`config.mk`:
```
export PLATFORM = sky130hd
export DESIGN_NAME = amf_tap_cell
export DESIGN_NICKNAME = d
export VERILOG_FILES = /design/src/rtl/core/amf_pkg.sv /design/src/rtl/core/amf_tap_cell.sv
export SDC_FILE = /design/constraint.sdc
export NUM_CORES = 1
export LEC_CHECK = 0
export ABC_AREA = 0
export BUFFER_PORTS_ARGS = -buffer_cell sky130_fd_sc_hd__buf_2
export CAP_MARGIN = 20
export CORE_ASPECT_RATIO = 1.5
export CORE_MARGIN = 3
export CORE_UTILIZATION = 40
export DETAILED_ROUTE_END_ITERATION = 6
export SYNTH_ARGS = -nofsm -noshare
export SYNTH_HDL_FRONTEND = slang
export SYNTH_SLANG_ARGS = --single-unit
```
`constraint.sdc`:
```
create_clock -name clock -period 6.8 [get_ports clock]
set_clock_uncertainty 0.05 [all_clocks]
set_input_delay 0.68 -clock clock [delete_from_list [all_inputs] [get_ports clock]]
set_output_delay 0.68 -clock clock [all_outputs]
set_load 0.05 [all_outputs]
```
`src/rtl/core/amf_pkg.sv`:
```
// ----------------------------------------------------------------------------
// ARX model filter package
// Shared widths, register indexes, defaults and the tap cell control bundle.
// ----------------------------------------------------------------------------
`timescale 1ns / 1ps

package amf_pkg;

   localparam int SAMPLE_W   = 16;
   localparam int COEFF_W    = 16;
   localparam int PROD_W     = SAMPLE_W + COEFF_W;
   localparam int FRAC_BITS  = 14;
   localparam int LANE_COUNT = 4;
   localparam int PACKED_W   = LANE_COUNT * COEFF_W;

   localparam int DEF_MAX_A_TAPS = 4;
   localparam int DEF_MAX_B_TAPS = 4;
   localparam int DEF_MAX_DELAY  = 16;

   localparam int CSR_INDEX_W = 3;
   localparam int CSR_DATA_W  = PACKED_W;
   localparam int TAPS_W      = 3;
   localparam int DELAY_W     = 5;

   typedef enum logic [CSR_INDEX_W-1:0] {
      CSR_A_COEFFS    = 3'd0,
      CSR_B_COEFFS    = 3'd1,
      CSR_NA_USED     = 3'd2,
      CSR_NB_USED     = 3'd3,
      CSR_DELAY_STEPS = 3'd4
   } csr_index_type;

   localparam logic [DELAY_W-1:0] DELAY_RESET = 5'd1;

   typedef struct packed {
      logic advance;   // shift the neighbor's value in
      logic enable;    // tap is within the used count
   } tap_ctrl_type;

endpackage

```
`src/rtl/core/amf_tap_cell.sv`:
```
// ----------------------------------------------------------------------------
// ARX model filter tap cell
// One history entry with its coefficient product; shifts on advance.
// ----------------------------------------------------------------------------
`timescale 1ns / 1ps

module amf_tap_cell
   import amf_pkg::*;
#(
   // 1: multiply the value being loaded, 0: multiply the stored value
   parameter bit USE_INCOMING = 1'b0
)
(
   input  logic                       clock,
   input  logic                       reset,
   input  tap_ctrl_type               ctrl,
   input  logic signed [COEFF_W-1:0]  coeff,
   input  logic signed [SAMPLE_W-1:0] d,
   output logic signed [SAMPLE_W-1:0] q,
   output logic signed [PROD_W-1:0]   prod
);

   logic signed [SAMPLE_W-1:0] value_ff;
   logic signed [SAMPLE_W-1:0] value_in;
   logic signed [SAMPLE_W-1:0] operand;

   assign value_in = ctrl.advance ? d : value_ff;
   assign operand  = USE_INCOMING ? d : value_ff;

   always_ff @(posedge clock) begin
      if (reset) begin
         value_ff <= '0;
      end else begin
         value_ff <= value_in;
      end
   end

   // drop taps beyond the used count
   assign prod = ctrl.enable ? (PROD_W'(coeff) * PROD_W'(operand)) : '0;
   assign q    = value_ff;

endmodule

```
==> metrics <==
status=finished, violations left; failing checks=setup timing; RSZ-0062 raised after global routing=yes; H-Tree Level Count=1; Clock Power Share=0.023; Syn-to-layout area delta=28.1%; share of cells above drive strength 1=0.279; worst reg-to-reg path cell count=3; Final nets=1,781; sequential-to-total area share from yosys stat=0.0300; most common cell after layout, fill and taps aside=inv_1; Seq cells post-synth=16; Residual DRC=0; Worst Path Class, Setup=in -> out; minimum clock period=between 7 and 8 ns; critical path fanouts, max=4; PD cells=approximately 390 nW/um^2; Post-Route WL=28,000 um; routed vias=about 8.5k; Slew HR=0.630; Post-Layout Inst Area=approximately 14,000 sq um; reg-to-reg slack, setup=approximately 5.7 ns; ys async rst share=0; element type at the critical path end=output port; global-route usage over all layers=0.202; gpl congestion=0.884; core area=between 20,000 and 30,000 sq um; Hold Vio Cnt, Final=0; EDFF count, synth=0; Worst-Margin Slew=between 0.5 and 0.6 ns; GRT Max-Usage Layer=met2; reg2reg start=q[0]; P_leak=7.12 nW; CTS sink count=16; CTS Buf Count=3; Skew-Pair Late Insertion Delay=0.24 ns; Mean Syn Cell Area=~9.0 sq um; antenna viol nets, final=0; Initial Util=0.410; met1 Resource Use GR=0.225; Worst Hold Depth=3; fin util=0.525; die width=about 140 um; switching share of power=0.534; Largest register FFs=16; reg-to-reg endpoint=q[0]; IO Port Bufs=just over 80; clock root cell=clkbuf_16; P_sw=2.86 mW; count of final setup violators=9; Pre-Repair DR Iteration Count=6; worst min path class=reg -> reg; Most used DFF post-synth=dfxtp_1; CTS Buffer Depth=2; CP Launch Type=input pin; gr ovfl total=0; Internal=roughly 2.5 mW; final slew viol count=0; Mapped Nets=roughly 1.6k; Die ar.=approximately 29,000 sq um; Vias/cell=4.89; HP Start=q[15]; met3 Track Usage GR=0.00741; number of global-route vias before repair=approximately 9.4k; io pins=84; most frequent cells in the layout=inv_1 (273), fa_1 (242), buf_4 (149), nand2_1 (117), and2_1 (114); Routed WL per cell=about 16 um; initial antenna violation count=0; worst endpoint required time=a little over 6 ns; hpwl dp=approximately 25,000 um; Final period util=1.04; met2 usage in global routing=0.411; post-synth cell types=between 50 and 60; CTS tree=yes; area of placed instances=12,900 sq um; largest net degree at the start of global routing=20; row count=just over 70; Synth Cell Area=around 11,000 sq um; # diodes=0; first-pass GRT wire length=approximately 47,000 um; synthesis warning total=0; worst vdd ir=about 0.76 mV; Final WS setup=-0.302 ns; Comb power frac=0.954; crit path DAT=approximately 6.4 ns; Sequential Power Share=0.022; Die Ht=206 um; hold buffer count at CTS=0; Mapped Cells=~1.2k; worst slack at placement=-0.618 ns; DRT iter0 DRCs=about 250; Hold Path End=q[15]; Reg clk slew, reported paths=about 0.05 ns; Max Freq=around 140 MHz; Max-Cap Viols=0
==> area by class of cell <==
cell class / instances / area, sq um
Timing Repair Buffer: 250 / 2070
Multi-Input combinational cell: 836 / 9640
Inverter: 294 / 1110
Clock buffer: 4 / 88.8
Tap cell: 333 / 417
Sequential cell: 16 / 350
Fill cell: 2413 / 12400
==> cells in the mapped netlist, drive strengths merged, types with 4 or more instances <==
library cell	count	area share
nor2	53	0.019
a21oi	16	0.0075
xnor2	19	0.016
ha	82	0.096
o21a	7	0.0049
nand3	9	0.0042
nand2	129	0.045
xor2	7	0.0057
inv	293	0.10
o21ai	18	0.0084
and2	129	0.076
o211ai	4	0.0028
nor2b	4	0.0026
clkbuf	41	0.014
dfxtp	16	0.030
a21o	4	0.0028
and3	8	0.0047
nor3	11	0.0052
fa	262	0.49
mux2i	18	0.017
nand2b	7	0.0041
==> logic make-up after synthesis <==
family | count (synthesis) | share of synthesized area
buffers and inverters | 337 | 0.119
AND/OR/NAND/NOR | 366 | 0.171
multiplexers | 18 | 0.0169
flip-flops | 16 | 0.0300
AO/OA/AOI/OAI | 82 | 0.0547
XOR/XNOR | 26 | 0.0213
adder cells (fa/ha/maj) | 344 | 0.588
==> through the flow <==
stage	setup TNS, ns	hold WS (ns)	total power, mW	cells
after global placement	-4.56	0.580	4.78	1716
after global routing	-3.33	0.633	5.88	1733
after detailed placement	-4.95	0.576	4.83	1716
final	-1.45	0.591	5.36	1733
after CTS	-1.87	0.588	5.29	1729
after floorplan	-0.296	0.597	3.34	1189
==> worst max-delay path: stages <==
cell,delay (ns)
buf_4,0.13
buf_4,0.15
nand2_2,0.07
fa_1,0.44
fa_2,0.59
fa_2,0.43
fa_1,0.53
inv_1,0.07
fa_1,0.57
fa_2,0.45
ha_4,0.18
a211oi_2,0.20
nor2_1,0.08
o31ai_2,0.35
a31oi_4,0.19
a211oi_4,0.34
nor3_2,0.09
or4_4,0.51
a21oi_4,0.14
buf_8,0.17
==> routing by layer <==
metal,share of wire,routed length (um)
met5,0,0
met1,0.36,10000
met3,0.012,343
met4,0.030,842
met2,0.60,16800
==> power groups by stage <==
stage          Sequential (mW)  Combinational, mW  Clock, mW
6_report                 0.120               5.12      0.125
5_1_grt                  0.121               5.63      0.129
3_5_place_dp             0.122               4.71          0
3_3_place_gp             0.122               4.66          0
2_1_floorplan            0.129               3.22          0
4_1_cts                  0.120               5.04      0.125
==> worst max path at each step <==
stage               from       end  slack, ns  cells after the start
2_1_floorplan   coeff[5]  prod[23]      -0.19                     18
3_3_place_gp    coeff[6]  prod[30]      -0.61                     22
3_5_place_dp   coeff[14]  prod[30]      -0.62                     21
4_1_cts         coeff[8]  prod[31]      -0.34                     22
5_1_grt         coeff[8]  prod[31]      -0.47                     22
6_report        coeff[9]  prod[31]      -0.30                     20
==> what timing repair did <==
item / CTS / global route
gates resized for setup: 98 / 79
pin swaps: 48 / 61
hold endpoints to repair: 0 / 0
setup endpoints to repair: 15 / 18
setup buffers: 9 / 7
gates cloned: 0 / 0
(Power assumes the default switching activity.)
