File: config.mk
export PLATFORM = sky130hd
export DESIGN_NAME = amf_delay_cell
export DESIGN_NICKNAME = d
export VERILOG_FILES = /design/src/rtl/core/amf_pkg.sv /design/src/rtl/core/amf_delay_cell.sv
export SDC_FILE = /design/constraint.sdc
export NUM_CORES = 1
export LEC_CHECK = 0
export BUFFER_PORTS_ARGS = -buffer_cell sky130_fd_sc_hd__buf_2
export CELL_PAD_IN_SITES_DETAIL_PLACEMENT = 2
export CELL_PAD_IN_SITES_GLOBAL_PLACEMENT = 2
export CORE_MARGIN = 2
export CORE_UTILIZATION = 24
export CTS_CLUSTER_SIZE = 16
export DETAILED_ROUTE_END_ITERATION = 7
export PLACE_DENSITY_LB_ADDON = 0.1
export SLEW_MARGIN = 20
export SYNTH_ARGS = -nofsm -noshare
export SYNTH_HDL_FRONTEND = slang
export SYNTH_SLANG_ARGS = --single-unit
File: constraint.sdc
create_clock -name clock -period 1.1 [get_ports clock]
set_input_delay 0.22 -clock clock [delete_from_list [all_inputs] [get_ports clock]]
set_output_delay 0.22 -clock clock [all_outputs]
set_load 0.02 [all_outputs]
File: src/rtl/core/amf_pkg.sv
// ----------------------------------------------------------------------------
// ARX model filter package
// Shared widths, register indexes, defaults and the tap cell control bundle.
// ----------------------------------------------------------------------------
`timescale 1ns / 1ps

package amf_pkg;

   localparam int SAMPLE_W   = 16;
   localparam int COEFF_W    = 16;
   localparam int PROD_W     = SAMPLE_W + COEFF_W;
   localparam int FRAC_BITS  = 14;
   localparam int LANE_COUNT = 4;
   localparam int PACKED_W   = LANE_COUNT * COEFF_W;

   localparam int DEF_MAX_A_TAPS = 4;
   localparam int DEF_MAX_B_TAPS = 4;
   localparam int DEF_MAX_DELAY  = 16;

   localparam int CSR_INDEX_W = 3;
   localparam int CSR_DATA_W  = PACKED_W;
   localparam int TAPS_W      = 3;
   localparam int DELAY_W     = 5;

   typedef enum logic [CSR_INDEX_W-1:0] {
      CSR_A_COEFFS    = 3'd0,
      CSR_B_COEFFS    = 3'd1,
      CSR_NA_USED     = 3'd2,
      CSR_NB_USED     = 3'd3,
      CSR_DELAY_STEPS = 3'd4
   } csr_index_type;

   localparam logic [DELAY_W-1:0] DELAY_RESET = 5'd1;

   typedef struct packed {
      logic advance;   // shift the neighbor's value in
      logic enable;    // tap is within the used count
   } tap_ctrl_type;

endpackage

File: src/rtl/core/amf_delay_cell.sv
// ----------------------------------------------------------------------------
// ARX model filter delay cell
// One stage of the transport delay line; loads its neighbor on advance.
// ----------------------------------------------------------------------------
`timescale 1ns / 1ps

module amf_delay_cell
   import amf_pkg::*;
(
   input  logic                       clock,
   input  logic                       reset,
   input  logic                       advance,
   input  logic signed [SAMPLE_W-1:0] d,
   output logic signed [SAMPLE_W-1:0] q
);

   logic signed [SAMPLE_W-1:0] value_ff;
   logic signed [SAMPLE_W-1:0] value_in;

   assign value_in = advance ? d : value_ff;

   always_ff @(posedge clock) begin
      if (reset) begin
         value_ff <= '0;
      end else begin
         value_ff <= value_in;
      end
   end

   assign q = value_ff;

endmodule

==> summary.txt, run 1 <==
STA
  • Final hold vios: 0
  • RSZ-0062 raised after global routing: no
  • Tmin final: 1.02 ns
  • Worst-margin pin slew: between 0.2 and 0.3 ns
  • Final Cycle Share: 92.7%
  • Final slew viol count: 0
  • Clock skew: 0 ns
  • Maximum clock rate: between 900 and 1000 MHz
  • Max_slew headroom: between 80% and 90%
  • Number of setup violations in the final report: 0
  • Setup TNS: 0 ns

Worst setup path
  • Delay-heaviest family, CP: flip-flops
  • Max incr delay on CP: roughly 0.35 ns
  • Slowest CP cell: dfxtp_1
  • Worst EP required: ~0.88 ns
  • WS Path Type: flip-flop to output pin
  • CP cell instances: buf_2
  • CP arrival: ~0.8 ns
  • Startpoint Class: flip-flop
  • Worst Setup End Kind: output pin
  • Crit-path max FO: 2
  • Crit path buf inv count: 1

Synthesis
  • Synth area leader: dfxtp_1
  • Sequential-to-total area share from yosys stat: 55.2%
  • Syn nets: 71
  • Post-Syn Area per Cell: between 10 and 15 um2
  • Synth area leaders: dfxtp_1 (55%), mux2i_1 (28%), nor2_1 (10%), buf_12 (3.4%), buf_6 (1.9%)
  • Netlist cell types: 7
  • Ys Warns: 0
  • Cell count after synthesis: 52
  • Post-synth top area share: a little under three fifths
  • FF+latch count, synth: 16
  • Cell area after synthesis: ~580 um2

Cells and area
  • Fraction of layout cells with a size suffix above 1: 44.8%
  • Commonest non-fill, non-tap cells in the layout: buf_2 (34), mux2i_1 (16), nor2_1 (16), dfxtp_1 (16), clkbuf_4 (3)
  • Layout Cells excl Fill: approximately 120
  • Largest register FFs: 16
  • Multi-input gate area: approximately 220 um2
  • FF+latch area: 320 um2
  • Filler Cell Count: roughly 280
  • Most common cell after layout, fill and taps aside: buf_2
  • Syn-to-layout area delta: 38.1%
  • Fin nets: between 100 and 150
  • ANT cells: 0

Clocking
  • CTS clk-pin slew, worst paths: approximately 0.1 ns
  • Clock root buffer: clkbuf_4
  • CTS sink cnt: 16
  • Hold Buf Count CTS: 0
  • Worst skew pair latency: roughly 0.28 ns
  • Cts bufs inserted: 3
  • Postcts setup bufs: 0
  • H-tree Lvls: 1
  • TritonCTS clock tree: yes
  • Post-cts resize count: 0
  • CTS Buffer Depth: 2

Global routing
  • Gr usage total: a little under an eighth
  • Global route hottest layer: met2
  • Gr ovfl total: 0
  • Met2 Track Usage GR: approximately a fifth
  • Met1 usage: 12.3%
  • Vias in the first global route: between 500 and 600
  • First-pass GRT wire length: between 2 and 2.5 mm
  • Met3 Usage GRT: under 10%
  • Initial antenna violation count: 0
  • Largest net degree at the start of global routing: 17

Routing
  • Routed Antenna Nets: 0
  • Via density: 4.29
  • First DRT Iteration DRCs: 1
  • Drt pass-1 iters: 3
  • Residual DRC: 0
  • Vias: approximately 490
  • Routed wire length: between 1 and 1.5 mm
  • Wire length per cell: about 12 um

Power
  • PD cells: approximately 1500 nW/um2
  • Switching Share: between 20% and 30%
  • Part of the power in registers: 52.1%
  • Clock Power Share: about a third
  • Internal power: 0.000901 W
  • LEAKAGE: between 0.4 and 0.5 nW
  • Sw power: slightly above 0.0003 W
  • Worst vdd ir: slightly below 0.6 mV
  • Comb power frac: about 16%

Place
  • DP HPWL: roughly 1.1 mm
  • Placed Cells: between 100 and 150
  • Routability congestion estimate: 0.681
  • Number of port buffers: 34

Floorplanning
  • IO Pins: 35
  • Initial Utilization: approximately a quarter
  • Die width: roughly 53 um
  • Vert. Die Dim: 53.2 um
  • # rows: 17
  • Core box area: 2250 um2
  • Die area: around 2800 um2

Run
  • Max-Cap Viols: 0

Min path
  • Hold crit path type: input port to flip-flop

Status
  • Outcome: finished clean
synth_stat cells:
| master | instances |
|---|---|
| buf_1 | 1 |
| mux2i_1 | 16 |
| buf_6 | 1 |
| dfxtp_1 | 16 |
| nor2_1 | 16 |
| buf_12 | 1 |
| buf_2 | 1 |
power by group through the flow:
| stage | Sequential [W] | Combinational [W] | Clock, W |
|---|---|---|---|
| 5_1_grt | 0.000635 | 0.000213 | 0.000441 |
| 4_1_cts | 0.000631 | 0.000198 | 0.000415 |
| 3_3_place_gp | 0.000643 | 0.000194 | 0 |
| 6_report | 0.000630 | 0.000192 | 0.000387 |
| 2_1_floorplan | 0.000686 | 0.0000792 | 0 |
| 3_5_place_dp | 0.000644 | 0.000197 | 0 |
metrics by stage:
stage	setup WS (ns)	hold WS (ns)	total power, W	util (%)	cell area [um2]
detailed placement	0.185	0.464	0.000841	34.0	766
floorplan	0.298	0.367	0.000765	-	581
global route	0.00266	0.163	0.00129	35.6	802
CTS	0.0492	0.154	0.00124	35.6	802
finish	0.0800	0.167	0.00121	35.6	802
global placement	0.229	0.456	0.000836	34.0	766
path summary, 6_finish.rpt:
| check | start | endpoint | slack [ns] | cells after the start |
|---|---|---|---|---|
| max | q[2] | q[2] | 0.08 | 1 |
| min | d[2] | q[2] | 0.17 | 3 |
| max reg2reg | q[6] | q[6] | 0.47 | 2 |
| min reg2reg | q[7] | q[7] | 0.50 | 2 |
per-layer routing:
| metal | share of wire, % | up-vias |
|---|---|---|
| met5 | 0 | - |
| met4 | 0 | 0 |
| met3 | 12 | 0 |
| met2 | 49 | 21 |
| met1 | 39 | 231 |
| li1 | - | 241 |
kinds of logic after synthesis:
logic type | after synthesis | synth area share [%]
buffers and inverters | 4 | 6.90
muxes | 16 | 27.6
DFF | 16 | 55.2
and+or+nand+nor | 16 | 10.3
final cells by class:
cell class	instances	area share, %
sequential	16	39.9
clock buffer	4	4.52
multi-input combinational	32	27.5
timing repair buffer	35	23.7
tap	28	4.37
No activity file was read; power rests on OpenSTA's default activity.
==> inputs of run 2 (changes only) <==
--- a/config.mk
+++ b/config.mk
@@ -5,11 +5,13 @@
 export SDC_FILE = /design/constraint.sdc
 export NUM_CORES = 1
 export LEC_CHECK = 0
+export ABC_AREA = 1
 export BUFFER_PORTS_ARGS = -buffer_cell sky130_fd_sc_hd__buf_2
 export CELL_PAD_IN_SITES_DETAIL_PLACEMENT = 2
 export CELL_PAD_IN_SITES_GLOBAL_PLACEMENT = 2
+export CORE_ASPECT_RATIO = 2
 export CORE_MARGIN = 2
-export CORE_UTILIZATION = 24
+export CORE_UTILIZATION = 22
 export CTS_CLUSTER_SIZE = 16
 export DETAILED_ROUTE_END_ITERATION = 7
 export PLACE_DENSITY_LB_ADDON = 0.1
==> run 2 against run 1 <==
Fmax is 4.5% higher. Hold slack better by 0.081 ns. Critical path depth stayed put. Synthesized area up 16%. Core utilization is 4.1 points lower. Sequential power up 1%. Combinational power up 26%. Count of clock-buffer cells in the layout did not move. Register-to-register slack gained 0.04 ns. First-iteration DRC count grew to 8.0 times the previous value. Cell count rose by 46%. Synthesized cell count up 94%.
==> summary.txt, run 2 <==
Clocking
  • CTS clk-pin slew, worst paths: 0.07 ns (-0.03 ns)
  • Worst skew pair latency: 0.25 ns (-0.03 ns)
  • CTS Buffer Depth: 2 (unchanged)
  • Postcts setup bufs: 0 (unchanged)
  • TritonCTS clock tree: yes
  • Cts bufs inserted: 3 (unchanged)
  • CTS sink cnt: 16 (unchanged)
  • Post-cts resize count: 0 (unchanged)
  • Clock root buffer: clkbuf_8
  • H-tree Lvls: 1 (unchanged)
  • Hold Buf Count CTS: 0 (unchanged)

Worst setup path
  • Worst r2r src: q[9]
  • Crit. Startpoint: q[3]
  • Crit-path max FO: 2 (unchanged)
  • Worst EP required: 0.88 ns (about the same)
  • Slowest CP cell: dfxtp_1
  • CP cell instances: buf_2
  • Max incr delay on CP: 0.33 ns (-0.02 ns)
  • WS Path Type: flip-flop to output pin
  • Worst r2r path cells: 2 (unchanged)
  • Delay-heaviest family, CP: flip-flops
  • CP arrival: 0.76 ns (-0.04 ns)
  • Worst Setup End Kind: output pin
  • R2R Setup Slk: 0.51 ns (+0.04 ns)
  • Crit path buf inv count: 1 (unchanged)
  • Startpoint Class: flip-flop
  • RR Endpoint: q[9]

Cells and area
  • Syn-to-layout area delta: 38.2% (about the same)
  • Core Util, Final: 31.5% (-4.1 points)
  • Final Cell Area: 927 um2 (+16%)
  • Most common cell after layout, fill and taps aside: buf_2
  • Largest register FFs: 16 (unchanged)
  • Layout Cells excl Fill: 168 (+46%)
  • ANT cells: 0 (unchanged)
  • Fraction of layout cells with a size suffix above 1: 31.2% (-14 points)
  • Fin nets: 158 (+48%)
  • Commonest non-fill, non-tap cells in the layout: buf_2 (34), nand2_1 (32), nor2_1 (30)

Synthesis
  • Netlist cell types: 7 (unchanged)
  • Syn nets: 120 (+69%)
  • Synth area leader: dfxtp_1
  • Sequential-to-total area share from yosys stat: 47.8% (-7.4 points)
  • Top cells by count, synth: nand2_1 (32), nor2_1 (30), inv_1 (17)
  • Post-synth EDFFs: 0 (unchanged)
  • Post-Syn Area per Cell: 6.64 um2 (-41%)
  • Post-synth top area share: 47.8% (-7.4 points)
  • FF+latch count, synth: 16 (unchanged)
  • Post-synth ARST share: 0% (unchanged)
  • Ys flop type: dfxtp_1
  • Synth area leaders: dfxtp_1 (48%), nand2_1 (18%), nor2_1 (17%), inv_1 (9.5%), buf_6 (5.0%)
  • Ys Warns: 0 (unchanged)
  • Cell area after synthesis: 671 um2 (+16%)
  • Cell count after synthesis: 101 (+94%)
  • Count leader, synth: nand2_1

Min path
  • Hold worst-path end: q[8]
  • Hold crit path type: input port to flip-flop
  • Hold_sp: d[8]
  • WHS Path Cells: 5 (+2)

Power
  • Worst vdd ir: 0.628 mV (+5.9%)
  • PD cells: 1520 nW/um2 (+0.81%)
  • LEAKAGE: 0.568 nW (+30%)

Floorplanning
  • # rows: 28 (+11)
  • IO Pins: 35 (unchanged)
  • Core box area: 2940 um2 (+31%)
  • Die width: 43.0 um (-19%)
  • Die area: 3530 um2 (+25%)
  • Vert. Die Dim: 82.1 um (+54%)
  • Initial Utilization: 22.8% (-3.0 points)

Global routing
  • Gr usage total: 11.5% (-0.31 points)
  • Largest net degree at the start of global routing: 33 (+16)
  • First-pass GRT wire length: 3.04 mm (+31%)
  • Vias in the first global route: 718 (+34%)
  • Gr ovfl total: 0 (unchanged)
  • Initial antenna violation count: 0 (unchanged)

Routing
  • First DRT Iteration DRCs: 8 (+7)
  • Via density: 4.20 (-2.0%)
  • Highest metal used: met4
  • Met2 wire len: 824 um (+20%)
  • M1 wire length: 727 um (+32%)
  • Routed Antenna Nets: 0 (unchanged)
  • Routed wire length: 1.72 mm (+22%)
  • Wire length per cell: 10.2 um (-17%)
  • WL met3: 116 um (-33%)
  • Vias: 706 (+43%)
  • Residual DRC: 0 (unchanged)
  • Drt pass-1 iters: 2 (-1)

STA
  • Final hold vios: 0 (unchanged)
  • Worst hold slack: 0.248 ns (+0.0815 ns)
  • Final slew viol count: 0 (unchanged)
  • Max_slew headroom: 88.3% (+6.8 points)
  • Clock skew: 0 ns (unchanged)
  • Number of setup violations in the final report: 0 (unchanged)
  • Setup TNS: 0 ns (unchanged)
  • Final Cycle Share: 88.8% (-4.0 points)
  • RSZ-0062 raised after global routing: no
  • Tmin final: 0.976 ns (-0.0435 ns)
  • Worst-margin pin slew: 0.175 ns (-0.102 ns)
  • Maximum clock rate: 1020 MHz (+4.5%)

Place
  • Placed Cells: 164 (+48%)
  • Number of port buffers: 34 (unchanged)
  • DP HPWL: 1.33 mm (+20%)
  • Routability congestion estimate: 0.672 (-1.3%)
  • Placed Area: 872 um2 (+14%)

Run
  • Max-Cap Viols: 0 (unchanged)

Status
  • Outcome: finished clean
==> run 2: cell count changes after synthesis, sizes merged <==
cell | before | now
inv | 0 | 17
nor2 | 16 | 32
mux2i | 16 | 0
nand2 | 0 | 32
==> run 2: worst min-delay path, cell delays in order <==
cell and delay [ns]:
buf_2 0.07, inv_1 0.03, nand2_1 0.04, nand2_1 0.04
nor2_1 0.06
==> run 2: logic make-up after synthesis <==
| group | synth area share (%) |
|---|---|
| buffers and inverters | 15.7 |
| and+or+nand+nor | 36.6 |
| DFF | 47.8 |
==> run 2: cell type report <==
type	count	area, um2
Clock buffer	4	55.1
Fill cell	393	2020
Inverter	17	63.8
Multi-Input combinational cell	64	245
Sequential cell	16	320
Tap cell	30	37.5
Timing Repair Buffer	37	205
==> run 2: worst max-delay path by stage <==
| stage | endpoint | depth (start not counted) |
|---|---|---|
| floorplan | q[4] | 4 |
| global route | q[12] | 1 |
| finish | q[3] | 1 |
| global placement | q[6] | 5 |
| detailed placement | q[1] | 5 |
| CTS | q[12] | 1 |
==> run 2: where the power goes <==
group / leakage [nW] / internal, W / switching (W)
sequential: 0.133 / 0.000620 / 0.0000187
combinational: 0.406 / 0.0000965 / 0.000145
clock: 0.0288 / 0.000318 / 0.000210
total: 0.568 / 0.00103 / 0.000374
==> run 2: metrics by stage <==
| stage | worst slack, ns | power, W |
|---|---|---|
| finish | 0.124 | 0.00141 |
| global route | 0.0760 | 0.00150 |
| CTS | 0.112 | 0.00145 |
| detailed placement | 0.227 | 0.000900 |
| global placement | 0.268 | 0.000890 |
| floorplan | 0.410 | 0.000803 |
==> run 2: routing by layer <==
layer | global-route usage, % | vias to the layer above
met5 | 0 | -
met4 | 8.18 | 0
met3 | 2.64 | 5
met2 | 18.3 | 26
met1 | 13.2 | 320
li1 | - | 355
==> inputs of run 3 (changes only) <==
--- a/config.mk
+++ b/config.mk
@@ -6,14 +6,13 @@
 export NUM_CORES = 1
 export LEC_CHECK = 0
 export ABC_AREA = 1
-export BUFFER_PORTS_ARGS = -buffer_cell sky130_fd_sc_hd__buf_2
 export CELL_PAD_IN_SITES_DETAIL_PLACEMENT = 2
 export CELL_PAD_IN_SITES_GLOBAL_PLACEMENT = 2
-export CORE_ASPECT_RATIO = 2
 export CORE_MARGIN = 2
-export CORE_UTILIZATION = 22
+export CORE_UTILIZATION = 30
 export CTS_CLUSTER_SIZE = 16
 export DETAILED_ROUTE_END_ITERATION = 7
+export DONT_BUFFER_PORTS = 1
 export PLACE_DENSITY_LB_ADDON = 0.1
 export SLEW_MARGIN = 20
 export SYNTH_ARGS = -nofsm -noshare
==> run 3 against run 2 <==
Via count shrank 22%. Hold slack lost 0.18 ns. Wire length shrank 18%. Die area shrank 26%. Critical path depth shrank 1. First-iteration DRC count shrank 100%. Flip-flop and latch count is the same. Sequential share of layout area grew 11 points. Fmax grew 0.16%. Power shrank 16%. Critical path type unchanged.
==> summary.txt, run 3 (synthesis gave the netlist of run 2 again) <==
Status
  • Outcome: finished clean

Global routing
  • Vias in the first global route: 516 (-28%)
  • Largest net degree at the start of global routing: 33 (unchanged)
  • Gr usage total: 11.7% (+0.22 points)
  • First-pass GRT wire length: 2.22 mm (-27%)
  • Gr ovfl total: 0 (unchanged)
  • Initial antenna violation count: 0 (unchanged)

STA
  • Maximum clock rate: 1030 MHz (+0.16%)
  • RSZ-0062 raised after global routing: no
  • Final slew viol count: 0 (unchanged)
  • Setup TNS: 0 ns (unchanged)
  • Worst-margin pin slew: 0.488 ns (+0.314 ns)
  • Clock skew: 0 ns (unchanged)
  • Final hold vios: 0 (unchanged)
  • Tmin final: 0.975 ns (-0.00158 ns)
  • Final Cycle Share: 88.6% (-0.14 points)
  • Max_slew headroom: 67.4% (-21 points)
  • Number of setup violations in the final report: 0 (unchanged)

Power
  • Part of the power in registers: 59.0% (+14 points)
  • Internal power: 0.000859 W (-17%)
  • Switching Share: 27.0% (+0.49 points)
  • LEAKAGE: 0.393 nW (-31%)
  • Sw power: 0.000318 W (-15%)
  • Comb power frac: 7.7% (-9.4 points)
  • Total power: 0.00118 W (-16%)
  • Clock Power Share: 33.4% (-4.1 points)
  • PD cells: 1680 nW/um2 (+11%)
  • Worst vdd ir: 0.538 mV (-14%)

Clocking
  • H-tree Lvls: 1 (unchanged)
  • TritonCTS clock tree: yes
  • CTS sink cnt: 16 (unchanged)
  • Clock root buffer: clkbuf_4
  • Post-cts resize count: 0 (unchanged)
  • CTS Buffer Depth: 2 (unchanged)
  • Hold Buf Count CTS: 0 (unchanged)
  • Worst skew pair latency: 0.28 ns (+0.03 ns)
  • Cts bufs inserted: 3 (unchanged)
  • CTS clk-pin slew, worst paths: 0.10 ns (+0.03 ns)
  • Postcts setup bufs: 0 (unchanged)

Place
  • DP HPWL: 1.00 mm (-25%)
  • Routability congestion estimate: 0.585 (-13%)
  • Placed Cells: 125 (-24%)
  • Number of port buffers: 0 (-100%)

Floorplanning
  • Core box area: 2170 um2 (-26%)
  • # rows: 17 (-39%)
  • Initial Utilization: 30.9% (+8.1 points)
  • Vert. Die Dim: 51.3 um (-38%)
  • IO Pins: 35 (unchanged)
  • Die area: 2630 um2 (-26%)
  • Die width: 51.3 um (+19%)

Min path
  • Hold crit path type: input port to flip-flop

Routing
  • Residual DRC: 0 (unchanged)
  • Vias: 550 (-22%)
  • Routed wire length: 1.42 mm (-18%)
  • Routed Antenna Nets: 0 (unchanged)
  • First DRT Iteration DRCs: 0 (-8)
  • Via density: 4.26 (+1.5%)
  • Drt pass-1 iters: 1 (-1)
  • Wire length per cell: 11.0 um (+7.2%)

Worst setup path
  • CP arrival: 0.75 ns (about the same)
  • Worst Setup End Kind: output pin
  • Startpoint Class: flip-flop
  • Crit-path max FO: 2 (unchanged)
  • Worst EP required: 0.88 ns (about the same)
  • WS Path Type: flip-flop to output pin

Cells and area
  • Commonest non-fill, non-tap cells in the layout: nand2_1 (32), nor2_1 (30), inv_1 (17)
  • Fin nets: 121 (-23%)
  • Largest register FFs: 16 (unchanged)
  • Syn-to-layout area delta: 4.48%
  • Fraction of layout cells with a size suffix above 1: 5.94% (-25 points)
  • Core Util, Final: 32.3% (+0.79 points)
  • Most common cell after layout, fill and taps aside: nand2_1
  • ANT cells: 0 (unchanged)
  • Layout Cells excl Fill: 129 (-23%)

Run
  • Max-Cap Viols: 0 (unchanged)
==> run 3: cell types whose count changed in the layout (fill, tap and decap cells not counted), sizes merged <==
cell	previous run	this run
buf	37	0
==> run 3: worst paths after layout <==
kind            from  endpoint  slack, ns  cells past startpoint
min          advance     q[15]       0.07                      2
max reg2reg     q[5]      q[5]       0.39                      2
max             q[4]      q[4]       0.13                      0
min reg2reg    q[15]     q[15]       0.57                      2
==> run 3: final cells by class <==
type,count,area (um2)
clock buffers,4,36.3
inverters,17,63.8
multi-input cells,64,245
fillers,274,1470
well taps,28,35.0
flip-flops and latches,16,320
==> run 3: per-stage QoR <==
stage / setup WS, ns / cell area, um2 / hold slack (ns)
2_1_floorplan: 0.410 / 671 / 0.375
3_3_place_gp: 0.238 / 664 / 0.358
3_5_place_dp: 0.201 / 664 / 0.368
4_1_cts: 0.0976 / 701 / 0.0520
5_1_grt: 0.0777 / 701 / 0.0585
6_report: 0.125 / 701 / 0.0699
==> run 3: metal layers <==
metal	vias up	global-route usage [%]	wire length [um]
li1	281	-	-
met1	248	13.8	611
met2	19	18.0	692
met3	2	3.80	95
met4	0	7.89	16
met5	-	0	0
==> run 3: power groups by stage <==
stage               clock, W  sequential, W  combinational, W
global route        0.000448       0.000700          0.000112
CTS                 0.000428       0.000696         0.0000939
global placement           0       0.000709         0.0000865
finish              0.000393       0.000694         0.0000901
floorplan                  0       0.000702          0.000101
detailed placement         0       0.000710         0.0000933
==> run 3: worst register-to-register path: stages (launching register included) <==
cell	delay [ns]
dfxtp_1	0.47
nor2_1	0.09
nor2_2	0.10
